## src/sv/hhp_pkg.sv

```systemverilog
// Shared types, character codes and helpers for the HTTP Host header parser.
// No dependencies; used by hhp_core and http_host_header_parser.
package hhp_pkg;

    localparam int unsigned HOST_MAX_DEF  = 256;
    localparam logic [15:0] PORT_RST      = 16'd80;
    localparam logic [15:0] PORT_SAT      = 16'hFFFF;

    localparam logic [7:0] CHAR_TAB    = 8'h09;
    localparam logic [7:0] CHAR_LF     = 8'h0A;
    localparam logic [7:0] CHAR_CR     = 8'h0D;
    localparam logic [7:0] CHAR_SPACE  = 8'h20;
    localparam logic [7:0] CHAR_ZERO   = 8'h30;
    localparam logic [7:0] CHAR_NINE   = 8'h39;
    localparam logic [7:0] CHAR_COLON  = 8'h3A;
    localparam logic [7:0] CHAR_UPPER_A = 8'h41;
    localparam logic [7:0] CHAR_UPPER_Z = 8'h5A;
    localparam logic [7:0] CHAR_LBRACK = 8'h5B;
    localparam logic [7:0] CHAR_RBRACK = 8'h5D;
    localparam logic [7:0] CHAR_LOW_H  = 8'h68;
    localparam logic [7:0] CHAR_LOW_O  = 8'h6F;
    localparam logic [7:0] CHAR_LOW_S  = 8'h73;
    localparam logic [7:0] CHAR_LOW_T  = 8'h74;
    localparam logic [7:0] CASE_BIT    = 8'h20;

    // Dense state numbers as seen on the result port
    localparam logic [3:0] CODE_START    = 4'd0;
    localparam logic [3:0] CODE_H        = 4'd1;
    localparam logic [3:0] CODE_HO       = 4'd2;
    localparam logic [3:0] CODE_HOS      = 4'd3;
    localparam logic [3:0] CODE_HOST     = 4'd4;
    localparam logic [3:0] CODE_COLON    = 4'd5;
    localparam logic [3:0] CODE_V6       = 4'd6;
    localparam logic [3:0] CODE_V6_END   = 4'd7;
    localparam logic [3:0] CODE_NAME     = 4'd8;
    localparam logic [3:0] CODE_PORT     = 4'd9;
    localparam logic [3:0] CODE_OTHER    = 4'd10;
    localparam logic [3:0] CODE_CR       = 4'd11;
    localparam logic [3:0] CODE_WS       = 4'd12;
    localparam logic [3:0] CODE_FINISH   = 4'd13;
    localparam logic [3:0] CODE_ERROR    = 4'd14;

    typedef enum logic [14:0] {
        ST_START   = 15'h0001,
        ST_H       = 15'h0002,
        ST_HO      = 15'h0004,
        ST_HOS     = 15'h0008,
        ST_HOST    = 15'h0010,
        ST_COLON   = 15'h0020,
        ST_V6      = 15'h0040,
        ST_V6_END  = 15'h0080,
        ST_NAME    = 15'h0100,
        ST_PORT    = 15'h0200,
        ST_OTHER   = 15'h0400,
        ST_CR      = 15'h0800,
        ST_WS      = 15'h1000,
        ST_FINISH  = 15'h2000,
        ST_ERROR   = 15'h4000
    } state_t;

    // Fixed-width part of one result beat
    typedef struct packed {
        logic       keep_going;
        logic       found_host;
        logic [3:0] parse_state;
        logic [15:0] port_value;
        logic       host_byte_valid;
        logic [7:0] host_byte;
        logic       host_end;
    } result_t;

    function automatic logic [3:0] state_code(input state_t st);
        logic [3:0] code;
        unique case (st)
            ST_START:  code = CODE_START;
            ST_H:      code = CODE_H;
            ST_HO:     code = CODE_HO;
            ST_HOS:    code = CODE_HOS;
            ST_HOST:   code = CODE_HOST;
            ST_COLON:  code = CODE_COLON;
            ST_V6:     code = CODE_V6;
            ST_V6_END: code = CODE_V6_END;
            ST_NAME:   code = CODE_NAME;
            ST_PORT:   code = CODE_PORT;
            ST_OTHER:  code = CODE_OTHER;
            ST_CR:     code = CODE_CR;
            ST_WS:     code = CODE_WS;
            ST_FINISH: code = CODE_FINISH;
            default:   code = CODE_ERROR;
        endcase
        return code;
    endfunction

    function automatic logic is_ws(input logic [7:0] c);
        return (c == CHAR_TAB) || (c == CHAR_SPACE);
    endfunction

    function automatic logic [7:0] to_lower(input logic [7:0] c);
        return ((c >= CHAR_UPPER_A) && (c <= CHAR_UPPER_Z)) ? (c | CASE_BIT) : c;
    endfunction

endpackage

```

## src/sv/hhp_core.sv

```systemverilog
// Parser state, port accumulator and host counter with the per-beat step logic.
// Depends on hhp_pkg.
module hhp_core #(
    parameter int unsigned HostMax = hhp_pkg::HOST_MAX_DEF,
    localparam int unsigned HW     = $clog2(HostMax + 1)
) (
    input  logic             aclk,
    input  logic             aresetn,
    input  logic             step_en,
    input  logic [7:0]       step_byte,
    input  logic             cfg_wr_en,
    input  logic [15:0]      cfg_wr_data,
    output hhp_pkg::result_t res,
    output logic [HW-1:0]    host_len
);

    hhp_pkg::state_t state_reg, state_next;
    logic [15:0]   port_reg, port_next;
    logic          port_taken_reg, port_taken_next;
    logic [HW-1:0] count_reg, count_next;
    logic          found_reg, found_next;

    logic        keep, app, term, clr_port, digit_upd, set_found;
    logic [7:0]  ab, lc;
    logic [19:0] port_x10;
    logic [15:0] port_sat;

    // port*10 + digit; max 655359 fits in 20 bits
    assign port_x10 = {1'b0, port_reg, 3'b000} + {3'b000, port_reg, 1'b0}
                      + {16'd0, 4'(step_byte - hhp_pkg::CHAR_ZERO)};
    assign port_sat = (port_x10[19:16] != 4'd0) ? hhp_pkg::PORT_SAT : port_x10[15:0];

    always_comb begin
        lc         = hhp_pkg::to_lower(step_byte);
        state_next = state_reg;
        keep       = 1'b1;
        app        = 1'b0;
        term       = 1'b0;
        ab         = 8'd0;
        clr_port   = 1'b0;
        digit_upd  = 1'b0;
        set_found  = 1'b0;
        unique case (state_reg)
            hhp_pkg::ST_START: state_next = (lc == hhp_pkg::CHAR_LOW_H)
                                            ? hhp_pkg::ST_H : hhp_pkg::ST_OTHER;
            hhp_pkg::ST_H:     state_next = (lc == hhp_pkg::CHAR_LOW_O)
                                            ? hhp_pkg::ST_HO : hhp_pkg::ST_OTHER;
            hhp_pkg::ST_HO:    state_next = (lc == hhp_pkg::CHAR_LOW_S)
                                            ? hhp_pkg::ST_HOS : hhp_pkg::ST_OTHER;
            hhp_pkg::ST_HOS:   state_next = (lc == hhp_pkg::CHAR_LOW_T)
                                            ? hhp_pkg::ST_HOST : hhp_pkg::ST_OTHER;
            hhp_pkg::ST_HOST:  state_next = (step_byte == hhp_pkg::CHAR_COLON)
                                            ? hhp_pkg::ST_COLON : hhp_pkg::ST_OTHER;
            hhp_pkg::ST_COLON: begin
                if (step_byte == hhp_pkg::CHAR_LBRACK) begin
                    state_next = hhp_pkg::ST_V6;
                end else if (!hhp_pkg::is_ws(step_byte)) begin
                    state_next = hhp_pkg::ST_NAME;
                    app        = 1'b1;
                    ab         = step_byte;
                end
            end
            hhp_pkg::ST_V6: begin
                app = 1'b1;
                if (step_byte == hhp_pkg::CHAR_RBRACK) begin
                    state_next = hhp_pkg::ST_V6_END;
                    term       = 1'b1;
                end else begin
                    ab = step_byte;
                end
            end
            hhp_pkg::ST_V6_END: begin
                priority if (step_byte == hhp_pkg::CHAR_CR) begin
                    state_next = hhp_pkg::ST_FINISH;
                end else if (step_byte == hhp_pkg::CHAR_COLON) begin
                    state_next = hhp_pkg::ST_PORT;
                    clr_port   = 1'b1;
                end else if (hhp_pkg::is_ws(step_byte)) begin
                    state_next = hhp_pkg::ST_WS;
                end else begin
                    state_next = hhp_pkg::ST_ERROR;
                end
            end
            hhp_pkg::ST_NAME: begin
                app = 1'b1;
                priority if (step_byte == hhp_pkg::CHAR_CR) begin
                    state_next = hhp_pkg::ST_FINISH;
                    term       = 1'b1;
                end else if (step_byte == hhp_pkg::CHAR_COLON) begin
                    state_next = hhp_pkg::ST_PORT;
                    term       = 1'b1;
                    clr_port   = 1'b1;
                end else if (hhp_pkg::is_ws(step_byte)) begin
                    state_next = hhp_pkg::ST_WS;
                    term       = 1'b1;
                end else begin
                    ab = step_byte;
                end
            end
            hhp_pkg::ST_PORT: begin
                priority if (step_byte == hhp_pkg::CHAR_CR) begin
                    state_next = hhp_pkg::ST_FINISH;
                end else if ((step_byte < hhp_pkg::CHAR_ZERO) ||
                             (step_byte > hhp_pkg::CHAR_NINE)) begin
                    state_next = hhp_pkg::ST_ERROR;
                end else begin
                    digit_upd = 1'b1;
                end
            end
            hhp_pkg::ST_OTHER: state_next = (step_byte == hhp_pkg::CHAR_CR)
                                            ? hhp_pkg::ST_CR : hhp_pkg::ST_OTHER;
            hhp_pkg::ST_CR:    state_next = (step_byte == hhp_pkg::CHAR_LF)
                                            ? hhp_pkg::ST_START : hhp_pkg::ST_OTHER;
            hhp_pkg::ST_WS: begin
                priority if (step_byte == hhp_pkg::CHAR_CR) begin
                    state_next = hhp_pkg::ST_FINISH;
                end else if (!hhp_pkg::is_ws(step_byte)) begin
                    state_next = hhp_pkg::ST_ERROR;
                end
            end
            hhp_pkg::ST_FINISH: begin
                keep = 1'b0;
                if (step_byte == hhp_pkg::CHAR_LF) begin
                    set_found = 1'b1;
                end else begin
                    state_next = hhp_pkg::ST_ERROR;
                end
            end
            default: begin
                keep       = 1'b0;
                state_next = hhp_pkg::ST_ERROR;
            end
        endcase

        // host buffer full: drop the append and fail
        if (app && (count_reg == HW'(HostMax))) begin
            app        = 1'b0;
            term       = 1'b0;
            ab         = 8'd0;
            state_next = hhp_pkg::ST_ERROR;
        end

        count_next      = count_reg + HW'(app);
        found_next      = found_reg | set_found;
        port_taken_next = port_taken_reg | clr_port;
        priority if (clr_port) begin
            port_next = 16'd0;
        end else if (digit_upd) begin
            port_next = port_sat;
        end else begin
            port_next = port_reg;
        end
    end

    // default_port only matters as a reload value until a colon claims the port
    always_ff @(posedge aclk) begin
        if (!aresetn) begin
            state_reg      <= hhp_pkg::ST_START;
            port_reg       <= hhp_pkg::PORT_RST;
            port_taken_reg <= 1'b0;
            count_reg      <= '0;
            found_reg      <= 1'b0;
        end else if (step_en) begin
            state_reg      <= state_next;
            port_reg       <= port_next;
            port_taken_reg <= port_taken_next;
            count_reg      <= count_next;
            found_reg      <= found_next;
        end else if (cfg_wr_en && !port_taken_reg) begin
            port_reg <= cfg_wr_data;
        end
    end

    always_comb begin
        res.keep_going      = keep;
        res.found_host      = found_next;
        res.parse_state     = hhp_pkg::state_code(state_next);
        res.port_value      = port_next;
        res.host_byte_valid = app;
        res.host_byte       = ab;
        res.host_end        = term;
    end

    assign host_len = count_next;

endmodule

```

## src/sv/http_host_header_parser.sv

```systemverilog
// HTTP Host header parser: one header byte in, one result beat out.
// A byte accepted on s_ gives its result on m_* once the step has written the result register.
// Throughput: one byte per cycle while m_ready holds; input register -> step logic -> result register.
// Ready on s_ passes through combinationally from m_ready when both registers hold beats.
// Reset (aresetn low, synchronous): parser at line start, port 80, host count 0,
// found flag clear, both registers empty. Depends on hhp_pkg and hhp_core.
module http_host_header_parser #(
    parameter int unsigned HostMax = hhp_pkg::HOST_MAX_DEF,
    localparam int unsigned HW     = $clog2(HostMax + 1)
) (
    input  logic          aclk,
    input  logic          aresetn,
    // default_port register write
    input  logic          cfg_wr_en,
    input  logic [15:0]   cfg_wr_data,
    // header byte stream
    input  logic          s_valid,
    output logic          s_ready,
    input  logic [7:0]    s_header_byte,
    // result stream
    output logic          m_valid,
    input  logic          m_ready,
    output logic          m_keep_going,
    output logic          m_found_host,
    output logic [3:0]    m_parse_state,
    output logic [15:0]   m_port_value,
    output logic          m_host_byte_valid,
    output logic [7:0]    m_host_byte,
    output logic          m_host_end,
    output logic [HW-1:0] m_host_length
);

    // Input register: holds one accepted beat until the step logic takes it
    logic       in_valid_reg;
    logic [7:0] in_byte_reg;

    // Result register
    logic             out_valid_reg;
    hhp_pkg::result_t out_res_reg;
    logic [HW-1:0]    out_len_reg;

    hhp_pkg::result_t step_res;
    logic [HW-1:0]    step_len;
    logic             advance;

    // The step fires when a byte is staged and the result slot is free or draining.
    // Parser state only moves on a step, so each byte is processed exactly once.
    assign advance = in_valid_reg && (!out_valid_reg || m_ready);
    assign s_ready = !in_valid_reg || advance;

    always_ff @(posedge aclk) begin
        if (!aresetn) begin
            in_valid_reg <= 1'b0;
        end else if (s_valid && s_ready) begin
            in_valid_reg <= 1'b1;
        end else if (advance) begin
            in_valid_reg <= 1'b0;
        end
    end

    always_ff @(posedge aclk) begin
        if (s_valid && s_ready) begin
            in_byte_reg <= s_header_byte;
        end
    end

    hhp_core #(
        .HostMax (HostMax)
    ) u_core (
        .aclk        (aclk),
        .aresetn     (aresetn),
        .step_en     (advance),
        .step_byte   (in_byte_reg),
        .cfg_wr_en   (cfg_wr_en),
        .cfg_wr_data (cfg_wr_data),
        .res         (step_res),
        .host_len    (step_len)
    );

    always_ff @(posedge aclk) begin
        if (!aresetn) begin
            out_valid_reg <= 1'b0;
        end else if (advance) begin
            out_valid_reg <= 1'b1;
        end else if (m_ready) begin
            out_valid_reg <= 1'b0;
        end
    end

    always_ff @(posedge aclk) begin
        if (advance) begin
            out_res_reg <= step_res;
            out_len_reg <= step_len;
        end
    end

    assign m_valid           = out_valid_reg;
    assign m_keep_going      = out_res_reg.keep_going;
    assign m_found_host      = out_res_reg.found_host;
    assign m_parse_state     = out_res_reg.parse_state;
    assign m_port_value      = out_res_reg.port_value;
    assign m_host_byte_valid = out_res_reg.host_byte_valid;
    assign m_host_byte       = out_res_reg.host_byte;
    assign m_host_end        = out_res_reg.host_end;
    assign m_host_length     = out_len_reg;

endmodule

```

## config.mk

```make
export PLATFORM = sky130hd
export DESIGN_NAME = http_host_header_parser
export DESIGN_NICKNAME = d
export VERILOG_FILES = /design/src/sv/hhp_pkg.sv /design/src/sv/hhp_core.sv /design/src/sv/http_host_header_parser.sv
export SDC_FILE = /design/constraint.sdc
export NUM_CORES = 1
export LEC_CHECK = 0
export BUFFER_PORTS_ARGS = -buffer_cell sky130_fd_sc_hd__buf_4
export CORE_ASPECT_RATIO = 1.5
export CORE_MARGIN = 5
export CORE_UTILIZATION = 25
export DETAILED_ROUTE_END_ITERATION = 6
export PLACE_DENSITY = 0.53
export SLEW_MARGIN = 15
export SYNTH_ARGS = -nofsm -noshare
export SYNTH_HDL_FRONTEND = slang
export SYNTH_SLANG_ARGS = --single-unit
```

## constraint.sdc

```tcl
create_clock -name aclk -period 3.4 [get_ports aclk]
set_input_delay 0 -clock aclk [delete_from_list [all_inputs] [get_ports aclk]]
set_output_delay 0 -clock aclk [all_outputs]
set_load 0.02 [all_outputs]
```

**Yosys cells after proc, flatten, opt, wreduce, memory -nomap -nowiden**

Cells that the tools add are included.
Widths: inputs -> output; s select.

- Add/sub/neg operators: 4
- Magnitude comparators: 4
- Eq/ne operators: 40
- Muxes and demuxes: 58
- Bitwise operators: 2
- Reduce and logical (&&, ||, !) cells: 19

Operators with widths:

| cell | count |
|---|---|
| $mux 15 | 15 |
| $pmux 15 s14 | 1 |
| $mux 16 | 5 |
| $mux 11 | 6 |
| $pmux 4 s14 | 1 |
| $eq 8x7->1 const B | 6 |
| $mux 8 | 5 |
| $eq 15x1->1 const B | 2 |
| $eq 15x10->1 const B | 2 |
| $eq 15x11->1 const B | 2 |
| $eq 15x12->1 const B | 2 |
| $eq 15x13->1 const B | 2 |
| $eq 15x14->1 const B | 2 |
| $eq 15x2->1 const B | 2 |
| $eq 15x3->1 const B | 2 |
| $eq 15x4->1 const B | 2 |
| $eq 15x5->1 const B | 2 |
| $eq 15x6->1 const B | 2 |
| $eq 15x7->1 const B | 2 |
| $eq 15x8->1 const B | 2 |
| $eq 15x9->1 const B | 2 |
| $eq 8x4->1 const B | 3 |
| $pmux 8 s3 | 1 |
| $add 19x17->20 | 1 |
| other kinds (21) | 55 |

- Bits in registers: 93
- Input bits: 29
- Output and inout port bits: 43
- Logic and storage cells: 143

**Longest topological paths before layout**

Gate-level depths: netlist of the first run.

- Depth in word-level cells: 9
- Mapped depth: 13
- Depth with buffers taken out: 11

**By module**

From an unflattened synthesis of the first run, not the netlist that was laid out.

- Cell total of the unflattened synthesis: 562
- Area total of the unflattened synthesis: 5554.1 um^2

By module, submodules not included:

| module | times used | cells each | area an instance (um^2) | seq. area each (um^2) |
|---|---|---|---|---|
| hhp_core | 1 | 504 | 3978.8 | 840.8 |
| http_host_header_parser | 1 | 58 | 1575.3 | 1511.4 |

**Worst setup path after synthesis of the first run**

Ideal clock, no wire load.

- Kind: register to register
- Start: register in_byte_reg[3]
- End: register out_res_reg (netlist bit m_port_value[0]), data pin
- Library setup time: 0.263 ns
- Arrival: 3.525 ns
- Data required time: 3.137 ns
- Setup slack: -0.388 ns
- Stages on the path, launching flop included: 12
- Path buffers: 2
- Clock period less this slack: 3.788 ns
- Cells stage by stage: edfxtp_1 -> fa_1 -> fa_1 -> a211oi_1 -> o211ai_1 -> nand4_1 -> or4b_2 -> o31a_1 -> buf_2 -> buf_1 -> nor4_2 -> nor2b_1

RTL lines:

| what | line | source |
|---|---|---|
| start, declared | http_host_header_parser.sv:35 | `logic [7:0] in_byte_reg;` |
| start signal, assigned | http_host_header_parser.sv:63 | `in_byte_reg <= s_header_byte;` |
| end signal, assigned | http_host_header_parser.sv:92 | `out_res_reg <= step_res;` |
| end, declared | http_host_header_parser.sv:39 | `hhp_pkg::result_t out_res_reg;` |

==> results.md, run 1 <==
- Headroom to the max-slew limit: between 40 and 50%
- H-tree depth: 3
- Die height: 198 um
- Worst setup EP type: register
- Synth Cell Area: ~0.0059 mm^2
- Hold Path Origin: cfg_wr_data[1]
- Share of cells above drive strength 1: 23.9%
- Ports: between 70 and 80
- Syn_area_per_cell: 9.48 um^2
- Critical Path Start Type: register
- Crit-path max cell delay: between 0.5 and 0.6 ns
- Gr busiest metal: met2
- Max-cap violations: 0
- CP startpoint: in_byte_reg[3]
- Critical Path RT: 3.51 ns
- Drt pass-1 iters: 4
- Worst Tran Pin Value: slightly below 0.8 ns
- Internal power: 2.01 mW
- Clk pwr share: about a third
- Netlist cell types: 68
- Arr. time, crit path: around 3.4 ns
- Die area: approximately 0.027 mm^2
- Net Count, Synth: 687
- Sw power: between 800 and 900 uW
- Worst-Skew Late Latency: around 0.36 ns
- Post-synth EDFFs: 49
- Reg power frac: between 40 and 50%
- Post-DRT Antenna Nets: 0
- Number of fill cells in the layout: approximately 2.5k
- Gate power share: 22.0%
- M3 GR Usage: about 1.9%
- Diodes inserted: 0
- Outcome: finished clean
- Largest net degree at the start of global routing: 34
- Fin. max-slew vios: 0
- Power per cell area: ~360 mW/mm^2
- Final Cell Area: just under 0.008 mm^2
- Prevailing post-synth register cell: edfxtp_1
- Ys async rst share: 0%
- Setup_tns: 0 ns
- Hpwl dp: between 10000 and 15000 um
- Detailed Route WL: 18500 um
- First-pass GRT wire length: 29100 um
- Max Buffers Root-to-Sink: 2
- DIE WIDTH: ~140 um
- Storage element area: between 0.002 and 0.0025 mm^2
- Root buffer cell: clkbuf_16
- Fin cells: about 1.1k
- GR Util met1: about 15%
- Routing usage on met2: about a quarter
- Number of CTS-inserted buffers: 9
- Setup violators final: 0
- CTS tree: yes
- CTS Sinks: a little over 90
- Syn Inst Count: 623
- DRC Markers: 0
- GRT Total Usage: between 10 and 15%
- CP Max Fanout: 6
- Clock skew: 0.0137 ns
- Placed Instance Area: around 0.0071 mm^2
- Worst path slowest cell: fa_1
- Fmax: about 300 MHz
- Crit-path cells: fa_1 > fa_2 > a211oi_2 > o211ai_1 > nand4_1 > or4b_4 > o31a_1 > buf_12 > buf_4 > nor4_4 > nor2_1
- Worst R2R Start: in_byte_reg[3]
- Share of the yosys chip area belonging to registers: 39.8%
- #FFs+latches synth: a little over 90
- Final Hold Viols: 0
- Critical setup path kind: register to register
- P_leak: approximately 3 nW
- Max rail drop VDD: ~0.00022 V
- Starting density of the core: 25.2%
- Vias in the first global route: 5451
- Clk slew on worst S/H paths: roughly 0.08 ns
- Site row count: 69
- Sw frac: roughly 30%
- Initial antenna violation count: 0
- Port Buf Inserts: a little over 70
- RSZ-0062 raised after global routing: yes
- Core area: roughly 0.023 mm^2
- Routed vias: 5331
- Most common cell after layout, fill and taps aside: buf_4
- Area grow syn2layout: 33.1%
- Synth warn: 0
- Dpl cells: 1034
- Most frequent cells in the layout: buf_4, nand2_1, nor2_1
- Worst Hold Class: input pin to register
- Wire per inst: 17.2 um
- Tmin final: approximately 3.3 ns
- Area occupied by multi-input gates: approximately 0.0036 mm^2
- GPL Wtd Cong: ~0.9
- Total global routing overflow: 0
- Total chip power: ~2.9 mW
- Via density: 4.94
- Post-route clock period utilization: about 98%
- Layout Nets: roughly 820
- DRT iter0 DRCs: around 320
worst paths after layout:
check                             to  slack, ns  cells after the start
setup / recovery     m_port_value[6]       0.07                     11
hold / removal    u_core.port_reg[1]       0.02                      3
setup reg to reg     m_port_value[6]       0.07                     11
hold reg to reg     u_core.found_reg       0.47                      2
power by group through the flow:
stage	Sequential (mW)	Combinational, mW	Clock, mW
floorplan	1.31	0.328	0
global placement	1.29	0.571	0
detailed placement	1.29	0.570	0
CTS	1.26	0.606	1.01
global route	1.27	0.683	1.05
finish	1.26	0.632	0.972
per-stage QoR:
stage	setup slack, ns	util [%]	hold WS (ns)
floorplan	-0.00809	-	0.0989
global placement	0.00303	30.4	0.181
detailed placement	-0.135	30.4	0.182
CTS	-0.0357	32.8	0.0167
global route	-0.0680	33.5	0.0417
finish	0.0670	33.5	0.0150
Yosys cell counts, types with 4 or more instances:
| cell | n | share of area, % |
|---|---|---|
| nand2_1 | 56 | 3.6 |
| nor2_1 | 54 | 3.4 |
| edfxtp_1 | 49 | 25 |
| dfxtp_1 | 44 | 15 |
| a21oi_1 | 36 | 3.0 |
| ha_1 | 33 | 7.0 |
| o21ai_0 | 29 | 2.5 |
| clkbuf_1 | 24 | 1.5 |
| nand2b_1 | 16 | 1.7 |
| nand3_1 | 16 | 1.4 |
| nor3_1 | 15 | 1.3 |
| xor2_1 | 15 | 2.2 |
| and2_1 | 14 | 1.5 |
| mux2i_1 | 14 | 2.4 |
| nor2b_1 | 14 | 1.5 |
| nor4_1 | 13 | 1.4 |
| xnor2_1 | 13 | 1.9 |
| o32ai_1 | 11 | 1.6 |
| inv_1 | 10 | 0.64 |
| and3_1 | 9 | 0.95 |
| nand4_1 | 9 | 0.95 |
| a21o_1 | 7 | 0.89 |
| nor4_4 | 7 | 2.5 |
| o211ai_1 | 7 | 0.89 |
| a211oi_1 | 6 | 0.76 |
| or3_1 | 6 | 0.64 |
| or4_1 | 6 | 0.76 |
| nand3b_1 | 5 | 0.64 |
| nor4_2 | 5 | 1.1 |
| o22ai_1 | 5 | 0.53 |
| or2_2 | 5 | 0.53 |
| a21boi_0 | 4 | 0.51 |
| o21a_1 | 4 | 0.51 |
| o31ai_1 | 4 | 0.51 |
cells by family after synthesis:
group	share of synthesized area (%)
flip-flops	39.8
AO/OA/AOI/OAI	16.2
adder cells (fa/ha/maj)	7.67
XOR/XNOR	4.15
multiplexers	2.63
buffers and inverters	2.73
AND/OR/NAND/NOR	26.8
routing by layer:
layer	part of all wire (%)	routed length [um]
met1	39	7260
met5	0	0
met4	3.6	658
met2	55	10100
met3	2.7	506
worst max-delay path, delay by kind of cell, from the launching register on:
kind                     cells  cell delay, ns
AO/OA/AOI/OAI                3            0.61
adder cells (fa/ha/maj)      2            0.90
buffers and inverters        2            0.33
flip-flops                   1            0.42
AND/OR/NAND/NOR              4            0.82
what timing repair did:
item                       in CTS  in global routing
resized for setup               7                 19
pin swaps                       0                 20
buffers inserted                0                  4
hold buffers                   24                  0
hold endpoints to repair       30                  0
setup endpoints to repair      14                 37
gates cloned                    0                  1
cell type report:
cell class	count	share of cell area, %
sequential	93	29.9
clock buffer	11	3.09
timing repair buffer	150	15.8
inverter	11	0.525
multi-input combinational	490	45.1
tap	319	5.07
clock inverter	5	0.445
No activity file was read; power rests on OpenSTA's default activity.
==> inputs of run 2 (changes only) <==
ABC_AREA = 1   (was unset)
==> results.md, run 2 <==
- Gate power share: between 20% and 30%
- Fmax: roughly 320 MHz
- RSZ-0062 raised after global routing: no
- Max rail drop VDD: approximately 0.00022 V
- Final Hold Viols: 0
- Starting density of the core: 25.5%
- Sw frac: 30.0%
- Critical Path Most Common Cell: nand2_1
- Arr. time, crit path: between 3 and 4 ns
- Compound-Gate Fraction of Synth Area: under 10%
- Worst path slowest cell: edfxtp_1
- Power per cell area: 416 mW/mm^2
- Port Buf Inserts: 71
- Dpl cells: 1255
- Worst Hold Class: input pin to register
- Prevailing post-synth register cell: edfxtp_1
- Worst-Skew Late Latency: 0.35 ns
- GRT Total Usage: around 14%
- Post-DRT Antenna Nets: 0
- GPL Wtd Cong: between 0.9 and 1
- Netlist cell types: 45
- DRC Markers: 0
- Crit-path max cell delay: roughly 0.47 ns
- Synth Area in Simple Gates: between 30 and 40%
- Gr busiest metal: met2
- Fin. max-slew vios: 0
- CTS Sinks: 93
- Die height: between 200 and 250 um
- Core area: about 0.024 mm^2
- Placed Instance Area: 0.00713 mm^2
- Most frequent cells in the layout: nand2_1, inv_1, nor2_1
- Headroom to the max-slew limit: around a quarter
- DIE WIDTH: about 140 um
- M3 GR Usage: under 10%
- Net Count, Synth: between 900 and 1k
- Final Cell Area: approximately 0.0076 mm^2
- First-pass GRT wire length: between 30000 and 40000 um
- Routed vias: 5836
- Area grow syn2layout: 22.5%
- Clk slew on worst S/H paths: about 0.07 ns
- Fin cells: ~1.3k
- Syn Inst Count: ~870
- Site row count: 70
- Die area: roughly 0.028 mm^2
- Cell accounting for the most synthesized area: edfxtp_1
- Detailed Route WL: ~20000 um
- Share of cells above drive strength 1: between 10 and 15%
- Vias in the first global route: roughly 6.0k
- Wire per inst: around 15 um
- Total global routing overflow: 0
- Cell family with most CP delay: simple AND/OR/NAND/NOR gates
- XOR/XNOR Fraction of Synth Area: between 1.5 and 2%
- Synth top area share: 23.6%
- #FFs+latches synth: between 90 and 100
- Max Buffers Root-to-Sink: 2
- Setup violators final: 0
- Ports: slightly above 70
- Share of the yosys chip area belonging to registers: between 30% and 40%
- Clock skew: about 0.011 ns
- Commonest cells in the synthesized netlist: nand2_1, inv_1, nor2_1
- Clk pwr share: between 30 and 40%
- Tmin final: 3.10 ns
- Max-cap violations: 0
- Reg power frac: 41.3%
- Sw power: 953 uW
- GR Util met1: 13.8%
- Synth Area in Adders: under 10%
- Critical Path RT: about 3.5 ns
- Post-synth EDFFs: just under 50
- Setup_tns: 0 ns
- Drt pass-1 iters: 7
- Routing usage on met2: about 28%
- Critical Path Start Type: register
- Number of fill cells in the layout: between 2k and 3k
- Initial antenna violation count: 0
- Flop2flop setup slack: approximately 0.30 ns
- Worst Tran Pin Value: 1.12 ns
- Crit-path cells: ha_1 > ha_1 > fa_1 > nand2_1 > nand2_1 > nand3_1 > nand2_1 > nand2_1 > nand2_1 > nand2_1 > nand2_1 > nor2_4 > nand2_1 > inv_2 > nand3_1 > nand2_1 > inv_1
- Synth top area cells: edfxtp_1, dfxtp_1, nand2_1
- Largest net degree at the start of global routing: between 40 and 50
- Total chip power: 3.17 mW
- Ys async rst share: 0%
- Critical setup path kind: register to register
- Via density: 4.53
- Post-synthesis mux area share: 0%
- Root buffer cell: clkbuf_16
- Worst setup EP type: register
- Most common cell in the netlist: nand2_1
- P_leak: roughly 3.8 nW
- H-tree depth: 3
- Final Util: 31.2%
- Outcome: finished clean
- Diodes inserted: 0
- Number of CTS-inserted buffers: 9
- Internal power: 2.22 mW
- CP Max Fanout: 9
- Synth Cell Area: 0.00622 mm^2
- DRT iter0 DRCs: ~420
- Layout Nets: 1022
- Largest family of logic cells by synthesized area: simple AND/OR/NAND/NOR gates
- CTS tree: yes
- Post-route clock period utilization: between 90% and 100%
- Hpwl dp: around 15000 um
- Post-cts resize count: 0
- CP Buf/Inv Count: 2
- Most common cell after layout, fill and taps aside: nand2_1
- Synth warn: 0
- Syn_area_per_cell: roughly 7.1 um^2
## run 2: logic make-up after synthesis
family	Yosys count
adder cells (fa/ha/maj)	35
AND/OR/NAND/NOR	453
XOR/XNOR	14
flip-flops	93
AO/OA/AOI/OAI	113
buffers and inverters	164
## run 2: worst register-to-register path: stages, from the launching register on
cell and delay (ns):
edfxtp_1 0.47, ha_1 0.33, ha_1 0.25, fa_1 0.39
nand2_1 0.09, nand2_1 0.08, nand3_1 0.09, nand2_1 0.13
nand2_1 0.12, nand2_1 0.06, nand2_1 0.06, nand2_1 0.08
nor2_4 0.18, nand2_1 0.09, inv_2 0.19, nand3_1 0.11
nand2_1 0.10, inv_1 0.04
## run 2: per-stage QoR
step	hold slack [ns]	setup slack, ns
2_1_floorplan	0.0989	0.622
3_3_place_gp	0.179	0.306
3_5_place_dp	0.179	0.224
4_1_cts	0.000952	0.211
5_1_grt	0.0185	0.0437
6_report	0.00743	0.296
## run 2: power by group through the flow
stage,combinational (mW),clock (mW),sequential [mW]
floorplan,0.434,0,1.35
global placement,0.667,0,1.33
finish,0.682,1.18,1.31
detailed placement,0.666,0,1.34
CTS,0.681,1.21,1.31
global route,0.768,1.25,1.32
## run 2: area by class of cell
cell class              count  area, um^2  share of cell area [%]
multi-input cells         615        3240                    42.5
flip-flops and latches     93        2350                    30.9
clock inverters             7         120                    1.58
repair buffers             93         731                    9.58
inverters                 146         548                    7.19
clock buffers               9         225                    2.95
well taps                 324         405                    5.32
## run 2: layer usage
metal / vias up / share of wire, %
met5: - / 0
met4: 0 / 6.1
met3: 53 / 2.4
met2: 132 / 55
met1: 2663 / 36
li1: 2988 / -
## run 2: repair_timing
item                       4_1_cts  5_1_grt
buffers inserted                 0        3
setup endpoints to repair        0        6
hold buffers                    13        0
hold endpoints to repair        13        0
## run 2: worst paths after layout
check	startpoint	cells past startpoint	endpoint
setup / recovery	in_byte_reg[2]	17	m_port_value[11]
hold / removal	cfg_wr_data[0]	5	u_core.port_reg[0]
setup reg to reg	in_byte_reg[2]	17	m_port_value[11]
hold reg to reg	u_core.port_taken_reg	2	u_core.port_taken_reg
==> inputs of run 3 (changes only) <==
RECOVER_POWER = 100   (was unset)
==> results.md, run 3 (same netlist as run 2, synthesis figures left out) <==
- Final Hold Viols: 0
- Initial antenna violation count: 0
- Crit-path cells: ha_1 > ha_1 > fa_1 > nand2_1 > nand2_1 > nand3_1 > nand2_1 > nand2_1 > nand2_1 > nand2_1 > nand2_1 > nor2_4 > nand2_1 > inv_2 > nand3_1 > nand2_1 > inv_1
- Max-cap violations: 0
- Worst-Skew Late Latency: between 0.3 and 0.4 ns
- Root buffer cell: clkbuf_16
- Number of CTS-inserted buffers: 9
- Crit-path max cell delay: between 0.4 and 0.5 ns
- Reg power frac: about two fifths
- Tmin final: about 3.1 ns
- R2r worst-path depth: 17
- Worst path depth: 17
- Critical Path Start Type: register
- GPL Wtd Cong: approximately 0.9
- Internal power: 2.20 mW
- Critical Path Most Common Cell: nand2_1
- DRC Markers: 0
- Core area: approximately 0.024 mm^2
- Headroom to the max-slew limit: under 10%
- Critical setup path kind: register to register
- DRT iter0 DRCs: 427
- Arr. time, crit path: 3.21 ns
- GRT Total Usage: about 14%
- Sw frac: 30.1%
- Sw power: roughly 940 uW
- GR Util met1: between 10 and 15%
- Post-cts resize count: 0
- Fmax: between 300 and 400 MHz
- Critical Path RT: between 3 and 4 ns
- Port Buf Inserts: 71
- Worst Tran Pin Value: around 1.4 ns
- First-pass GRT wire length: 31500 um
- Total global routing overflow: 0
- Site row count: 70
- Worst path slowest cell: edfxtp_1
- Layout Nets: just over 1k
- Die area: 0.0282 mm^2
- Post-DRT Antenna Nets: 0
- Setup violators final: 0
- Cell family with most CP delay: simple AND/OR/NAND/NOR gates
- Gr busiest metal: met2
- Most frequent cells in the layout: nand2_1, inv_1, nor2_1
- M3 GR Usage: 1.52%
- CTS tree: yes
- Power per cell area: 424 mW/mm^2
- H-tree depth: 3
- Detailed Route WL: about 20000 um
- Worst Hold Class: input pin to register
- Largest net degree at the start of global routing: 48
- CTS Sinks: 93
- Share of cells above drive strength 1: 9.14%
- Clock skew: 0.00999 ns
- Max rail drop VDD: between 0.0002 and 0.00025 V
- Final Util: 30.3%
- Outcome: finished clean
- Hold Path Stages: 5
- Diodes inserted: 0
- P_leak: 3.58 nW
- Setup_tns: 0 ns
- Die height: about 200 um
- Gate power share: a little over a fifth
- Wire per inst: 15.3 um
- Ports: 72
- CP Max Fanout: 9
- Via density: between 4 and 5
- RSZ-0062 raised after global routing: no
- Routed vias: 5870
- Drt pass-1 iters: 5
- Clk pwr share: ~37%
- Starting density of the core: between 20% and 30%
- Post-route clock period utilization: about nine tenths
- Max Buffers Root-to-Sink: 2
- Clk slew on worst S/H paths: roughly 0.07 ns
- Area grow syn2layout: 19.2%
- Routing usage on met2: 27.7%
- Hpwl dp: 15200 um
- Vias in the first global route: roughly 6k
- Worst setup EP type: register
- Fin. max-slew vios: 0
- Most common cell after layout, fill and taps aside: nand2_1
- CP Buf/Inv Count: 2
- DIE WIDTH: approximately 140 um
-- run 3: power groups by stage --
| stage | clock [mW] | sequential (mW) | combinational, mW |
|---|---|---|---|
| 4_1_cts | 1.21 | 1.31 | 0.681 |
| 3_3_place_gp | 0 | 1.33 | 0.667 |
| 2_1_floorplan | 0 | 1.35 | 0.434 |
| 5_1_grt | 1.25 | 1.32 | 0.745 |
| 3_5_place_dp | 0 | 1.34 | 0.666 |
| 6_report | 1.17 | 1.31 | 0.659 |
-- run 3: worst min-delay path: stages --
cell,delay [ns]
buf_4,0.11
nand2_1,0.06
nand3_1,0.06
nand2_1,0.06
a21oi_1,0.03
-- run 3: cell type report --
| class | instances | area (um^2) |
|---|---|---|
| Fill cell | 2689 | 17000 |
| Inverter | 146 | 548 |
| Timing Repair Buffer | 93 | 552 |
| Clock buffer | 9 | 225 |
| Clock inverter | 7 | 120 |
| Multi-Input combinational cell | 615 | 3210 |
| Sequential cell | 93 | 2350 |
| Tap cell | 324 | 405 |
-- run 3: final timing paths --
path              slack, ns             startpoint                     to
setup / recovery       0.30         in_byte_reg[2]        m_port_value[7]
setup reg to reg       0.30         in_byte_reg[2]        m_port_value[7]
hold reg to reg        0.47  u_core.port_taken_reg  u_core.port_taken_reg
hold / removal        0.006         cfg_wr_data[0]     u_core.port_reg[0]
-- run 3: through the flow --
stage                     setup slack, ns  instances  hold slack (ns)  area [um^2]  power, mW
after global placement              0.306       1255            0.179         7130       2.00
after detailed placement            0.224       1255            0.179         7130       2.00
after floorplan                     0.622        872           0.0989         6220       1.78
after CTS                           0.211       1284         0.000952         7600       3.20
after global routing               0.0431       1287           0.0185         7420       3.31
final                               0.305       1287          0.00636         7420       3.14
-- run 3: what timing repair did --
action                     in CTS  in global routing
setup endpoints to repair       0                  6
hold buffers                   13                  0
hold endpoints to repair       13                  0
setup buffers                   0                  3
-- run 3: per-layer routing --
metal | vias up | wire [um]
li1 | 2987 | -
met1 | 2684 | 7130
met2 | 144 | 10900
met3 | 55 | 495
met4 | 0 | 1220
met5 | - | 0
